===== config.mk =====
export PLATFORM = sky130hd
export DESIGN_NAME = bankers_deadlock_avoidance_flat
export DESIGN_NICKNAME = d
export VERILOG_FILES = /design/src/rtl/core/bda_pkg.sv /design/src/rtl/core/bda_if.sv /design/src/rtl/core/bda_front.sv /design/src/rtl/core/bda_back.sv /design/src/rtl/core/bankers_deadlock_avoidance.sv /design/src/flat_wrapper.sv
export SDC_FILE = /design/constraint.sdc
export NUM_CORES = 1
export LEC_CHECK = 0
export BUFFER_PORTS_ARGS = -buffer_cell sky130_fd_sc_hd__buf_2
export CAP_MARGIN = 40
export CORE_ASPECT_RATIO = 1.5
export CORE_UTILIZATION = 55
export CTS_CLUSTER_DIAMETER = 80
export DETAILED_ROUTE_END_ITERATION = 7
export PLACE_DENSITY_LB_ADDON = 0.2
export SETUP_SLACK_MARGIN = 0.15
export SLEW_MARGIN = 20
export SYNTH_ARGS = -nofsm -noshare
export SYNTH_HDL_FRONTEND = slang
export SYNTH_HIERARCHICAL = 1
export SYNTH_SLANG_ARGS = --single-unit
export TNS_END_PERCENT = 5

===== constraint.sdc =====
create_clock -name clk -period 10.9 [get_ports clk]
set_clock_uncertainty 0.2 [all_clocks]
set_input_delay 1.635 -clock clk [delete_from_list [all_inputs] [get_ports clk]]
set_output_delay 1.635 -clock clk [all_outputs]
set_load 0.03 [all_outputs]

===== src/rtl/core/bda_pkg.sv =====
package bda_pkg;

    localparam int N_ROWS  = 8;
    localparam int N_RES   = 3;
    localparam int CNT_W   = 8;
    localparam int ROW_W   = 3;
    localparam int NUM_W   = 4;
    localparam int WORK_W  = 12;
    localparam int QDEPTH  = 2;

    typedef enum logic [1:0] {
        ACT_LOAD  = 2'd0,
        ACT_AVAIL = 2'd1,
        ACT_REQ   = 2'd2,
        ACT_CHECK = 2'd3
    } act_t;

    typedef enum logic [2:0] {
        ST_GRANTED = 3'd0,
        ST_EXCEEDS = 3'd1,
        ST_WAIT    = 3'd2,
        ST_DENIED  = 3'd3,
        ST_SAFE    = 3'd4,
        ST_UNSAFE  = 3'd5,
        ST_LOADED  = 3'd6,
        ST_BAD_ROW = 3'd7
    } status_t;

    typedef logic [N_RES-1:0][CNT_W-1:0] vec_t;

    // classified command handed from front to back
    typedef struct packed {
        act_t             action;
        logic [ROW_W-1:0] p;
        vec_t             amt;
        vec_t             held;
        logic             bad_row;
    } cmd_t;

endpackage


===== src/rtl/core/bda_if.sv =====
interface bda_in_if;
    logic       valid;
    logic       ready;
    logic [1:0] action;
    logic [2:0] process;
    logic [7:0] amount_a;
    logic [7:0] amount_b;
    logic [7:0] amount_c;
    logic [7:0] held_a;
    logic [7:0] held_b;
    logic [7:0] held_c;

    modport source (output valid, action, process, amount_a, amount_b, amount_c,
                    held_a, held_b, held_c, input ready);
    modport sink   (input valid, action, process, amount_a, amount_b, amount_c,
                    held_a, held_b, held_c, output ready);
endinterface

interface bda_out_if;
    logic       valid;
    logic       ready;
    logic [2:0] status;
    logic [2:0] seq_process;
    logic       seq_valid;
    logic       last;

    modport source (output valid, status, seq_process, seq_valid, last, input ready);
    modport sink   (input valid, status, seq_process, seq_valid, last, output ready);
endinterface


===== src/rtl/core/bda_front.sv =====
module bda_front (
    input  logic          clk,
    input  logic          rst_n,
    bda_in_if.sink        in_ch,
    output logic          q_valid,
    output bda_pkg::cmd_t q_cmd,
    input  logic          q_pop
);

    bda_pkg::cmd_t mem_reg [bda_pkg::QDEPTH];
    logic          wptr_reg, wptr_next;
    logic          rptr_reg, rptr_next;
    logic [1:0]    cnt_reg, cnt_next;
    bda_pkg::cmd_t cmd_in;
    logic          push;

    // classify the incoming beat
    always_comb
    begin
        cmd_in.action  = bda_pkg::act_t'(in_ch.action);
        cmd_in.p       = in_ch.process;
        cmd_in.amt     = {in_ch.amount_c, in_ch.amount_b, in_ch.amount_a};
        cmd_in.held    = {in_ch.held_c, in_ch.held_b, in_ch.held_a};
        cmd_in.bad_row = (in_ch.held_a > in_ch.amount_a) ||
                         (in_ch.held_b > in_ch.amount_b) ||
                         (in_ch.held_c > in_ch.amount_c);
    end

    assign in_ch.ready = (cnt_reg != 2'(bda_pkg::QDEPTH));
    assign push        = in_ch.valid && in_ch.ready;
    assign q_valid     = (cnt_reg != 2'd0);
    assign q_cmd       = mem_reg[rptr_reg];

    // queue pointers
    always_comb
    begin
        wptr_next = push ? ~wptr_reg : wptr_reg;
        rptr_next = q_pop ? ~rptr_reg : rptr_reg;
        cnt_next  = cnt_reg + 2'(push) - 2'(q_pop);
    end

    always_ff @(posedge clk or negedge rst_n)
    begin
        if (!rst_n)
        begin
            wptr_reg <= 1'b0;
            rptr_reg <= 1'b0;
            cnt_reg  <= 2'd0;
        end
        else
        begin
            wptr_reg <= wptr_next;
            rptr_reg <= rptr_next;
            cnt_reg  <= cnt_next;
        end
    end

    // queue storage
    always_ff @(posedge clk)
    begin
        if (push)
        begin
            mem_reg[wptr_reg] <= cmd_in;
        end
    end

endmodule


===== src/rtl/core/bda_back.sv =====
module bda_back (
    input  logic          clk,
    input  logic          rst_n,
    input  logic          q_valid,
    input  bda_pkg::cmd_t q_cmd,
    output logic          q_pop,
    input  logic          cfg_we,
    input  logic [3:0]    cfg_data,
    bda_out_if.source     out_ch
);

    typedef enum logic [3:0] {
        S_IDLE = 4'b0001,
        S_SCAN = 4'b0010,
        S_EMIT = 4'b0100,
        S_RESP = 4'b1000
    } state_t;

    localparam int NR = bda_pkg::N_RES;
    localparam int NW = bda_pkg::NUM_W;
    localparam int RW = bda_pkg::ROW_W;
    localparam int WW = bda_pkg::WORK_W;

    state_t             state_reg, state_next;
    bda_pkg::vec_t      alloc_reg [bda_pkg::N_ROWS];
    bda_pkg::vec_t      alloc_next [bda_pkg::N_ROWS];
    bda_pkg::vec_t      need_reg [bda_pkg::N_ROWS];
    bda_pkg::vec_t      need_next [bda_pkg::N_ROWS];
    bda_pkg::vec_t      free_reg, free_next;
    bda_pkg::vec_t      bk_alloc_reg, bk_alloc_next;
    bda_pkg::vec_t      bk_need_reg, bk_need_next;
    logic [NR-1:0][WW-1:0] work_reg, work_next;
    logic [bda_pkg::N_ROWS-1:0] fin_reg, fin_next;
    logic [RW-1:0]      seq_reg [bda_pkg::N_ROWS];
    logic [RW-1:0]      seq_next [bda_pkg::N_ROWS];
    logic [NW-1:0]      cnt_reg, cnt_next;
    logic [NW-1:0]      pass_reg, pass_next;
    logic [RW-1:0]      row_reg, row_next;
    logic [RW-1:0]      k_reg, k_next;
    logic               found_reg, found_next;
    logic [2:0]         status_reg, status_next;
    logic [NW-1:0]      active_reg;

    logic               out_valid_reg, out_valid_next;
    logic [2:0]         out_status_reg, out_status_next;
    logic [RW-1:0]      out_seq_reg, out_seq_next;
    logic               out_sv_reg, out_sv_next;
    logic               out_last_reg, out_last_next;

    logic [NW-1:0]      n_act;
    logic [RW-1:0]      n_last;
    logic [RW-1:0]      rd_row;
    bda_pkg::vec_t      rd_need, rd_alloc;
    logic               out_free;
    logic               exceeds, must_wait, fits, end_pass;
    logic [NW-1:0]      cnt_inc, pass_inc;

    // clamp active row count to 1..N_ROWS
    always_comb
    begin
        if (active_reg == '0)
            n_act = NW'(1);
        else if (active_reg > NW'(bda_pkg::N_ROWS))
            n_act = NW'(bda_pkg::N_ROWS);
        else
            n_act = active_reg;
    end

    assign n_last   = RW'(n_act - NW'(1));
    assign rd_row   = (state_reg == S_SCAN) ? row_reg : q_cmd.p;
    assign rd_need  = need_reg[rd_row];
    assign rd_alloc = alloc_reg[rd_row];
    assign out_free = !out_valid_reg || out_ch.ready;
    assign cnt_inc  = cnt_reg + NW'(1);
    assign pass_inc = pass_reg + NW'(1);
    assign end_pass = (row_reg == n_last);

    // request checks and scan row test
    always_comb
    begin
        exceeds   = 1'b0;
        must_wait = 1'b0;
        fits      = !fin_reg[row_reg];
        for (int j = 0; j < NR; j++)
        begin
            if (q_cmd.amt[j] > rd_need[j])
                exceeds = 1'b1;
            if (q_cmd.amt[j] > free_reg[j])
                must_wait = 1'b1;
            if (WW'(rd_need[j]) > work_reg[j])
                fits = 1'b0;
        end
    end

    // sequencer
    always_comb
    begin
        state_next      = state_reg;
        alloc_next      = alloc_reg;
        need_next       = need_reg;
        free_next       = free_reg;
        bk_alloc_next   = bk_alloc_reg;
        bk_need_next    = bk_need_reg;
        work_next       = work_reg;
        fin_next        = fin_reg;
        seq_next        = seq_reg;
        cnt_next        = cnt_reg;
        pass_next       = pass_reg;
        row_next        = row_reg;
        k_next          = k_reg;
        found_next      = found_reg;
        status_next     = status_reg;
        q_pop           = 1'b0;
        out_valid_next  = out_valid_reg && !out_ch.ready;
        out_status_next = out_status_reg;
        out_seq_next    = out_seq_reg;
        out_sv_next     = out_sv_reg;
        out_last_next   = out_last_reg;

        case (state_reg)
            S_IDLE:
            begin
                if (q_valid && out_free)
                begin
                    // default to a single result beat
                    out_seq_next  = '0;
                    out_sv_next   = 1'b0;
                    out_last_next = 1'b1;
                    case (q_cmd.action)
                        bda_pkg::ACT_LOAD:
                        begin
                            q_pop          = 1'b1;
                            out_valid_next = 1'b1;
                            if (q_cmd.bad_row)
                            begin
                                out_status_next = bda_pkg::ST_BAD_ROW;
                            end
                            else
                            begin
                                out_status_next = bda_pkg::ST_LOADED;
                                alloc_next[q_cmd.p] = q_cmd.held;
                                for (int j = 0; j < NR; j++)
                                    need_next[q_cmd.p][j] = q_cmd.amt[j] - q_cmd.held[j];
                            end
                        end
                        bda_pkg::ACT_AVAIL:
                        begin
                            q_pop           = 1'b1;
                            out_valid_next  = 1'b1;
                            out_status_next = bda_pkg::ST_LOADED;
                            free_next       = q_cmd.amt;
                        end
                        bda_pkg::ACT_REQ:
                        begin
                            if (exceeds || must_wait)
                            begin
                                q_pop           = 1'b1;
                                out_valid_next  = 1'b1;
                                out_status_next = exceeds ? bda_pkg::ST_EXCEEDS
                                                          : bda_pkg::ST_WAIT;
                            end
                            else
                            begin
                                // tentative grant, old row kept for rollback
                                bk_alloc_next = rd_alloc;
                                bk_need_next  = rd_need;
                                for (int j = 0; j < NR; j++)
                                begin
                                    free_next[j]            = free_reg[j] - q_cmd.amt[j];
                                    alloc_next[q_cmd.p][j]  = rd_alloc[j] + q_cmd.amt[j];
                                    need_next[q_cmd.p][j]   = rd_need[j] - q_cmd.amt[j];
                                    work_next[j]            = WW'(free_next[j]);
                                end
                                fin_next   = '0;
                                cnt_next   = '0;
                                pass_next  = '0;
                                row_next   = '0;
                                found_next = 1'b0;
                                state_next = S_SCAN;
                            end
                        end
                        default:
                        begin
                            for (int j = 0; j < NR; j++)
                                work_next[j] = WW'(free_reg[j]);
                            fin_next   = '0;
                            cnt_next   = '0;
                            pass_next  = '0;
                            row_next   = '0;
                            found_next = 1'b0;
                            state_next = S_SCAN;
                        end
                    endcase
                end
            end
            S_SCAN:
            begin
                // one row per cycle
                if (fits)
                begin
                    for (int j = 0; j < NR; j++)
                        work_next[j] = work_reg[j] + WW'(rd_alloc[j]);
                    fin_next[row_reg] = 1'b1;
                    seq_next[cnt_reg[RW-1:0]] = row_reg;
                    cnt_next   = cnt_inc;
                    found_next = 1'b1;
                end
                if (!end_pass)
                begin
                    row_next = row_reg + RW'(1);
                end
                else if ((cnt_next == n_act) || !found_next || (pass_inc >= n_act))
                begin
                    k_next = '0;
                    if (cnt_next == n_act)
                    begin
                        status_next = (q_cmd.action == bda_pkg::ACT_REQ)
                                      ? bda_pkg::ST_GRANTED : bda_pkg::ST_SAFE;
                        state_next  = S_EMIT;
                    end
                    else if (q_cmd.action == bda_pkg::ACT_REQ)
                    begin
                        // roll back the tentative grant
                        status_next         = bda_pkg::ST_DENIED;
                        alloc_next[q_cmd.p] = bk_alloc_reg;
                        need_next[q_cmd.p]  = bk_need_reg;
                        for (int j = 0; j < NR; j++)
                            free_next[j] = free_reg[j] + q_cmd.amt[j];
                        state_next = S_RESP;
                    end
                    else
                    begin
                        status_next = bda_pkg::ST_UNSAFE;
                        state_next  = S_RESP;
                    end
                end
                else
                begin
                    row_next   = '0;
                    found_next = 1'b0;
                    pass_next  = pass_inc;
                end
            end
            S_EMIT:
            begin
                if (out_free)
                begin
                    out_valid_next  = 1'b1;
                    out_status_next = status_reg;
                    out_seq_next    = seq_reg[k_reg];
                    out_sv_next     = 1'b1;
                    out_last_next   = (k_reg == n_last);
                    k_next          = k_reg + RW'(1);
                    if (k_reg == n_last)
                    begin
                        q_pop      = 1'b1;
                        state_next = S_IDLE;
                    end
                end
            end
            S_RESP:
            begin
                if (out_free)
                begin
                    out_valid_next  = 1'b1;
                    out_status_next = status_reg;
                    out_seq_next    = '0;
                    out_sv_next     = 1'b0;
                    out_last_next   = 1'b1;
                    q_pop           = 1'b1;
                    state_next      = S_IDLE;
                end
            end
            default:
            begin
                state_next = S_IDLE;
            end
        endcase
    end

    // control and table state
    always_ff @(posedge clk or negedge rst_n)
    begin
        if (!rst_n)
        begin
            state_reg     <= S_IDLE;
            out_valid_reg <= 1'b0;
            active_reg    <= NW'(bda_pkg::N_ROWS);
            free_reg      <= '0;
            for (int i = 0; i < bda_pkg::N_ROWS; i++)
            begin
                alloc_reg[i] <= '0;
                need_reg[i]  <= '0;
            end
        end
        else
        begin
            state_reg     <= state_next;
            out_valid_reg <= out_valid_next;
            free_reg      <= free_next;
            alloc_reg     <= alloc_next;
            need_reg      <= need_next;
            if (cfg_we)
            begin
                active_reg <= cfg_data;
            end
        end
    end

    // scan and result payload
    always_ff @(posedge clk)
    begin
        bk_alloc_reg   <= bk_alloc_next;
        bk_need_reg    <= bk_need_next;
        work_reg       <= work_next;
        fin_reg        <= fin_next;
        seq_reg        <= seq_next;
        cnt_reg        <= cnt_next;
        pass_reg       <= pass_next;
        row_reg        <= row_next;
        k_reg          <= k_next;
        found_reg      <= found_next;
        status_reg     <= status_next;
        out_status_reg <= out_status_next;
        out_seq_reg    <= out_seq_next;
        out_sv_reg     <= out_sv_next;
        out_last_reg   <= out_last_next;
    end

    assign out_ch.valid       = out_valid_reg;
    assign out_ch.status      = out_status_reg;
    assign out_ch.seq_process = out_seq_reg;
    assign out_ch.seq_valid   = out_sv_reg;
    assign out_ch.last        = out_last_reg;

endmodule


===== src/rtl/core/bankers_deadlock_avoidance.sv =====
// channel   dir  handshake       payload
// in_ch     in   valid/ready     action, process, amount_a..c, held_a..c
// out_ch    out  valid/ready     status, seq_process, seq_valid, last
// cfg       in   cfg_we          cfg_data = active_processes
//
// load row, set available and rejected requests are answered with a single result beat.
// a safety check or a request that passes its checks is scanned one row per
// cycle over up to n passes of n rows, then answered with one beat per sequence
// entry, or a single beat when unsafe or denied; the row-by-row scan in the back end sets the rate.
// reset clears tables, free counts and control; active_processes resets to 8.
// a 2-deep queue holds the command in progress and lets input take one more beat while the back end scans or stalls.
module bankers_deadlock_avoidance (
    input  logic       clk,
    input  logic       rst_n,
    bda_in_if.sink     in_ch,
    bda_out_if.source  out_ch,
    input  logic       cfg_we,
    input  logic [3:0] cfg_data
);

    logic          q_valid;
    logic          q_pop;
    bda_pkg::cmd_t q_cmd;

    // accept and classify
    bda_front u_front (
        .clk     (clk),
        .rst_n   (rst_n),
        .in_ch   (in_ch),
        .q_valid (q_valid),
        .q_cmd   (q_cmd),
        .q_pop   (q_pop)
    );

    // execute and report
    bda_back u_back (
        .clk      (clk),
        .rst_n    (rst_n),
        .q_valid  (q_valid),
        .q_cmd    (q_cmd),
        .q_pop    (q_pop),
        .cfg_we   (cfg_we),
        .cfg_data (cfg_data),
        .out_ch   (out_ch)
    );

endmodule


===== src/flat_wrapper.sv =====
// flat-port wrapper written by rule: the top's interface ports become plain ports
module bankers_deadlock_avoidance_flat 
  (clk, rst_n, cfg_we, cfg_data, in_ch_valid, in_ch_action, in_ch_process, in_ch_amount_a, in_ch_amount_b, in_ch_amount_c, in_ch_held_a, in_ch_held_b, in_ch_held_c, in_ch_ready, out_ch_valid, out_ch_status, out_ch_seq_process, out_ch_seq_valid, out_ch_last, out_ch_ready);
  bda_in_if in_ch_i ();
  bda_out_if out_ch_i ();
  input  logic clk;
  input  logic rst_n;
  input  logic cfg_we;
  input  logic [3:0] cfg_data;
  input wire logic [$bits(in_ch_i.valid)-1:0] in_ch_valid;
  input wire logic [$bits(in_ch_i.action)-1:0] in_ch_action;
  input wire logic [$bits(in_ch_i.process)-1:0] in_ch_process;
  input wire logic [$bits(in_ch_i.amount_a)-1:0] in_ch_amount_a;
  input wire logic [$bits(in_ch_i.amount_b)-1:0] in_ch_amount_b;
  input wire logic [$bits(in_ch_i.amount_c)-1:0] in_ch_amount_c;
  input wire logic [$bits(in_ch_i.held_a)-1:0] in_ch_held_a;
  input wire logic [$bits(in_ch_i.held_b)-1:0] in_ch_held_b;
  input wire logic [$bits(in_ch_i.held_c)-1:0] in_ch_held_c;
  output wire logic [$bits(in_ch_i.ready)-1:0] in_ch_ready;
  output wire logic [$bits(out_ch_i.valid)-1:0] out_ch_valid;
  output wire logic [$bits(out_ch_i.status)-1:0] out_ch_status;
  output wire logic [$bits(out_ch_i.seq_process)-1:0] out_ch_seq_process;
  output wire logic [$bits(out_ch_i.seq_valid)-1:0] out_ch_seq_valid;
  output wire logic [$bits(out_ch_i.last)-1:0] out_ch_last;
  input wire logic [$bits(out_ch_i.ready)-1:0] out_ch_ready;
  assign in_ch_i.valid = in_ch_valid;
  assign in_ch_i.action = in_ch_action;
  assign in_ch_i.process = in_ch_process;
  assign in_ch_i.amount_a = in_ch_amount_a;
  assign in_ch_i.amount_b = in_ch_amount_b;
  assign in_ch_i.amount_c = in_ch_amount_c;
  assign in_ch_i.held_a = in_ch_held_a;
  assign in_ch_i.held_b = in_ch_held_b;
  assign in_ch_i.held_c = in_ch_held_c;
  assign in_ch_ready = in_ch_i.ready;
  assign out_ch_valid = out_ch_i.valid;
  assign out_ch_status = out_ch_i.status;
  assign out_ch_seq_process = out_ch_i.seq_process;
  assign out_ch_seq_valid = out_ch_i.seq_valid;
  assign out_ch_last = out_ch_i.last;
  assign out_ch_i.ready = out_ch_ready;
  bankers_deadlock_avoidance u_core (.clk(clk), .rst_n(rst_n), .in_ch(in_ch_i), .out_ch(out_ch_i), .cfg_we(cfg_we), .cfg_data(cfg_data));
endmodule

Word-level counts from Yosys, hierarchy flattened
Memory sizes are Yosys's and may differ from the RTL's.
Index checks and enable logic that the tools add are counted.
Word-level totals
  register bits: 563
  memory bits (writable): 108
  bits of input ports: 62
  output and inout port bits: 10
  word-level logic and storage cells: 364
  memories kept: 1
Cells by class
  add/subtract/negate cells: 25
  magnitude comparators: 22
  equality and inequality tests: 29
  muxes and demuxes: 156
  bitwise gates (word level): 8
  reductions and logical operators: 38
Memories
  u_core.u_front.mem_reg: words 2, width 54, read ports 1, clocked after memory_dff 0, wr ports 1, RTL line bda_front.sv:10  | bda_pkg::cmd_t mem_reg [bda_pkg::QDEPTH];
Operators with widths (count)
  192-bit two-way mux: 14
  192-bit bitwise mux: 12
  192-bit one-hot mux with 2 select lines: 4
  24-bit demux with 3-bit select: 4
  24-bit two-way mux: 12
  24-bit binary-select mux with 3-bit select: 2
  36-bit one-hot mux with 2 select lines: 2
  36-bit two-way mux: 3
  24-bit one-hot mux with 2 select lines: 2
  8-bit > comparator: 9
  8-bit subtractor: 9
  4-bit two-way mux: 16
  3-bit two-way mux: 20
  8-bit adder: 6
  12-bit by 8-bit adder with 12-bit output: 3
  8-bit by 12-bit > comparator with 1-bit output: 3
  1-bit two-way mux: 33
  8-bit two-way mux: 4
  4-bit one-hot mux with 2 select lines: 4
  8-bit one-hot mux with 2 select lines: 2
  24-bit bitwise mux: 1
  3-bit one-hot mux with 2 select lines: 4
  2-bit != test (second input constant): 10
  3-bit one-hot mux with 3 select lines: 2
  50 further kinds: 97

Logic depth before layout (Yosys ltp)
  depth in word-level cells: 18
  depth in mapped cells: 26

By module
The synthesis kept the hierarchy.
Modules (own cells, without submodules)
  bda_back: times used 1, cells an instance 2947, area an instance 31507.7 um^2, seq. area each 14701.6 um^2
  bda_front: times used 1, cells an instance 269, area an instance 4724.5 um^2, seq. area each 3343.2 um^2

Least setup slack after synthesis
OpenSTA, ideal clock, no wires.
  path kind: reg2reg
  start point: register u_core.u_front.rptr_reg
  end point: register u_core/u_back/bk_alloc_reg[0] in the netlist's numbering (enable)
  arrival time: 7.758 ns
  data required time: 10.187 ns
  path slack: 2.429 ns
  stages on the path, launching flop included: 19
  path buffers: 4
  period minus slack after synthesis: 8.471 ns
  cells stage by stage: dfrtp_1 > buf_6 > buf_6 > mux2_2 > inv_1 > nor2_1 > a21oi_2 > buf_2 > buf_1 > mux4_2 > mux2_2 > ha_1 > o21ai_0 > a21oi_1 > nor2_1 > nor4_1 > nand3_1 > or2_2 > nor3_1
RTL lines
  start: declaration: RTL line bda_front.sv:12  | logic rptr_reg, rptr_next;
  start signal: assignment: RTL line bda_front.sv:53  | rptr_reg <= rptr_next;
  end signal: assignment: RTL line bda_back.sv:313  | bk_alloc_reg <= bk_alloc_next;
  end: declaration: RTL line bda_back.sv:30  | bda_pkg::vec_t bk_alloc_reg, bk_alloc_next;

==> flow_metrics.tcl <==
set metrics [dict create \
    cts.htree.levels 2 \
    synth_flop_cell "dfrtp_1" \
    cts_hold_buf 0 \
    synth_top_cell_by_area "dfrtp_1" \
    ir_worst_vdd_uv 213 \
    initial_core_util_pct 56.0 \
    drc 0 \
    hold_viol 0 \
    worst_slew_pin_slew_ps 1010 \
    worstPathRequired_ps 11260 \
    intPower_mw 8.02 \
    p_leak_nw 17.1 \
    drt_iter0_drc 2187 \
    synthesis.area_um2 36200 \
    cap_violations 0 \
    syn_avg_cell_area_um2 11.3 \
    grt_max_degree 169 \
    synthArstFlopShare_pct 62.7 \
    hpwl_mm 63.4 \
    cp-end-kind "flip-flop" \
    worstReg2RegEnd "u_core/u_back/need_reg[94]" \
    r2r-start "u_core/u_back/state_reg[3]" \
    power_switching_mw 6.26 \
    cts_tree "built" \
    pwr_density_cell_nw_per_um2 359 \
    vias 25400 \
    rsz0062_at_grt "false" \
    drive_gt1_share_pct 15.5 \
    syn_to_final_growth_pct 9.70 \
    overflow 0 \
    ys_seq_area_share_pct 49.8 \
    io_buffers 71 \
    synth_edf_count 250 \
    critPathArrivalTime_ps 8630 \
    synth_top_area_share_pct 28.9 \
    die_x_um 212 \
    path_class "flip-flop to flip-flop" \
    cts_sinks 671 \
    regToRegSetupSlack_ps 2630 \
    fp.dieH_um 316 \
    clk-insertion-delay-late_ps 660 \
    coreArea_um2 64800 \
    hold_class "flip-flop to flip-flop" \
    finalPower_mw 14.3 \
    cp-start-kind "flip-flop" \
    final_common_cell "dfrtp_1" \
    cts_inserted_buffers 61 \
    crit_path_max_incr_delay_ps 870 \
    grt_usage_pct 29.5 \
    syn_inst 3216 \
    cp_cell_sequence "nor4b_4, buf_4, nor2_1, a21oi_4, buf_12, buf_4, mux4_2, mux2_2, ha_1, nor2b_1, o211ai_1, a21oi_1, o21ai_1, nand3_2, xnor2_1, a31o_2, o2111ai_4, or3_2, buf_4, o21ai_0" \
    ys_types 71 \
    cts.path.max_buffers 3 \
    drtPass1Iterations 5 \
    switching_share_pct 43.8 \
    clkTransAtPathRegs_ps 70 \
    worst_path_max_delay_cell "or3_2" \
    vias_per_cell 6.10 \
    whs_endpoint "u_core/u_back/alloc_reg[159]" \
    max_freq_mhz 121 \
    ant_nets 0 \
    outcome "finished, final reports clean" \
    setup_violations 0 \
    cts_resized 0 \
    yosys_warnings 6 \
    antenna_found_initial 0 \
    ys_ff_latch 671 \
    final_util_pct 61.4 \
    worstHoldStart "u_core/u_back/alloc_reg[159]" \
    seqPwrFrac_pct 28.0 \
    syn_nets 3495 \
    relSlewSlack_pct 32.7 \
    grt_pass1_vias 26100 \
    die_area_um2 66900 \
    fin_crit_ps 8270 \
    layout.nets 3520 \
    detail_route.wl_per_cell_um 23.1 \
    drv_slew 0 \
    num_rows 114 \
    grt_pass1_wl_mm 151 \
    p_clk_share_pct 15.5 \
    synthTopCellsByArea "dfrtp_1 (29%), edfxtp_1 (21%), ha_1 (6.9%)" \
    drt_wl_total_mm 96.2 \
    worst_path_most_repeated_cell "buf_4" \
    period_share_pct 75.9 \
    top_level_ports 72 \
    most-common-layout-cells "dfrtp_1 (418), o21ai_0 (353), nand2_1 (343)" \
    critical_path.max_fanout 67 \
    place_congestion 0.878 \
    worstRegToRegCells 20 \
    pwr-share-comb_pct 56.5 \
    cts_root_buf "clkbuf_16" \
    setup_tns_ps 0 \
    cts_setup_buffers 0 \
    hold_depth 2 \
]
[final cells by class]
cell class	count	area, um2
clock buffer	90	1780
fill	5194	25000
antenna	1	2.50
clock inverter	26	284
timing repair buffer	129	913
tap	870	1090
multi-input combinational	2142	16700
inverter	236	886
sequential	671	18000
[power by group through the flow]
| stage | clock, mW | sequential, mW | combinational [mW] |
|---|---|---|---|
| after floorplan | 0 | 3.88 | 5.80 |
| after global placement | 0 | 3.99 | 7.61 |
| after detailed placement | 0 | 4.04 | 7.88 |
| after CTS | 2.25 | 4.00 | 7.94 |
| after global routing | 2.34 | 4.08 | 8.87 |
| final | 2.22 | 4.00 | 8.06 |
[cells in the mapped netlist (18+ instances only)]
master and n:
o21bai_1 21, a21oi_1 151, dfrtp_1 419, a21o_1 31, mux2i_1 115, edfxtp_1 250, a31oi_1 25, mux2_2 137
inv_1 236, o21ai_0 353, mux4_2 104, xor2_1 29, nand2_1 343, o31ai_1 41, buf_1 27, xnor2_1 86
buf_2 29, fa_1 18, ha_1 199, nand2b_1 39, o21a_1 21, nor2_1 156, nor2b_1 29, a211oi_1 21
clkbuf_1 97, o21ai_1 39
[stage by stage]
step	instance area [um2]	cells	hold WS, ps	setup WS [ps]
floorplan	36200	3216	245	2430
global placement	37500	4034	256	2820
detailed placement	37600	4041	265	2670
CTS	39600	4157	280	2630
global route	39700	4164	294	2090
finish	39700	4165	276	2630
[how the worst max path moves through the flow]
| stage | from | to | slack [ps] | cells past startpoint |
|---|---|---|---|---|
| CTS | u_core/u_back/state_reg[3] | u_core/u_back/alloc_reg[129] | 2630 | 20 |
| global route | u_core/u_back/state_reg[3] | u_core/u_back/alloc_reg[127] | 2090 | 21 |
| detailed placement | u_core/u_back/state_reg[3] | u_core/u_back/alloc_reg[129] | 2670 | 20 |
| floorplan | u_core/u_front/rptr_reg | u_core/u_back/bk_alloc_reg[0] | 2430 | 18 |
| global placement | u_core/u_back/state_reg[3] | u_core/u_back/need_reg[131] | 2820 | 20 |
| finish | u_core/u_back/state_reg[3] | u_core/u_back/need_reg[94] | 2630 | 20 |
[critical path: cells and delay by family (launching register included)]
kind	cells	cell delay, ps
buffers and inverters	4	1800
AO/OA/AOI/OAI	7	1980
AND/OR/NAND/NOR	5	2070
multiplexers	2	890
adder cells (fa/ha/maj)	1	290
flip-flops	1	470
XOR/XNOR	1	290
[logic make-up (layout without fill, tap and decap cells)]
group | Yosys count | count (layout) | share of synthesized area (%)
other | 0 | 1 | 0
AND/OR/NAND/NOR | 673 | 673 | 8.24
adder cells (fa/ha/maj) | 217 | 217 | 7.87
AO/OA/AOI/OAI | 762 | 762 | 12.2
XOR/XNOR | 118 | 118 | 2.97
buffers and inverters | 403 | 481 | 4.50
flip-flops | 671 | 671 | 49.8
multiplexers | 372 | 372 | 14.4
[per-layer routing]
metal  GRT usage, %  vias up  part of all wire [%]
li1               -    11500                     -
met1           39.8    12800                    42
met2           48.9      874                    48
met3           4.16      185                   6.4
met4           10.0        0                   3.2
met5              0        -                     0
(Power assumes the default switching activity.)
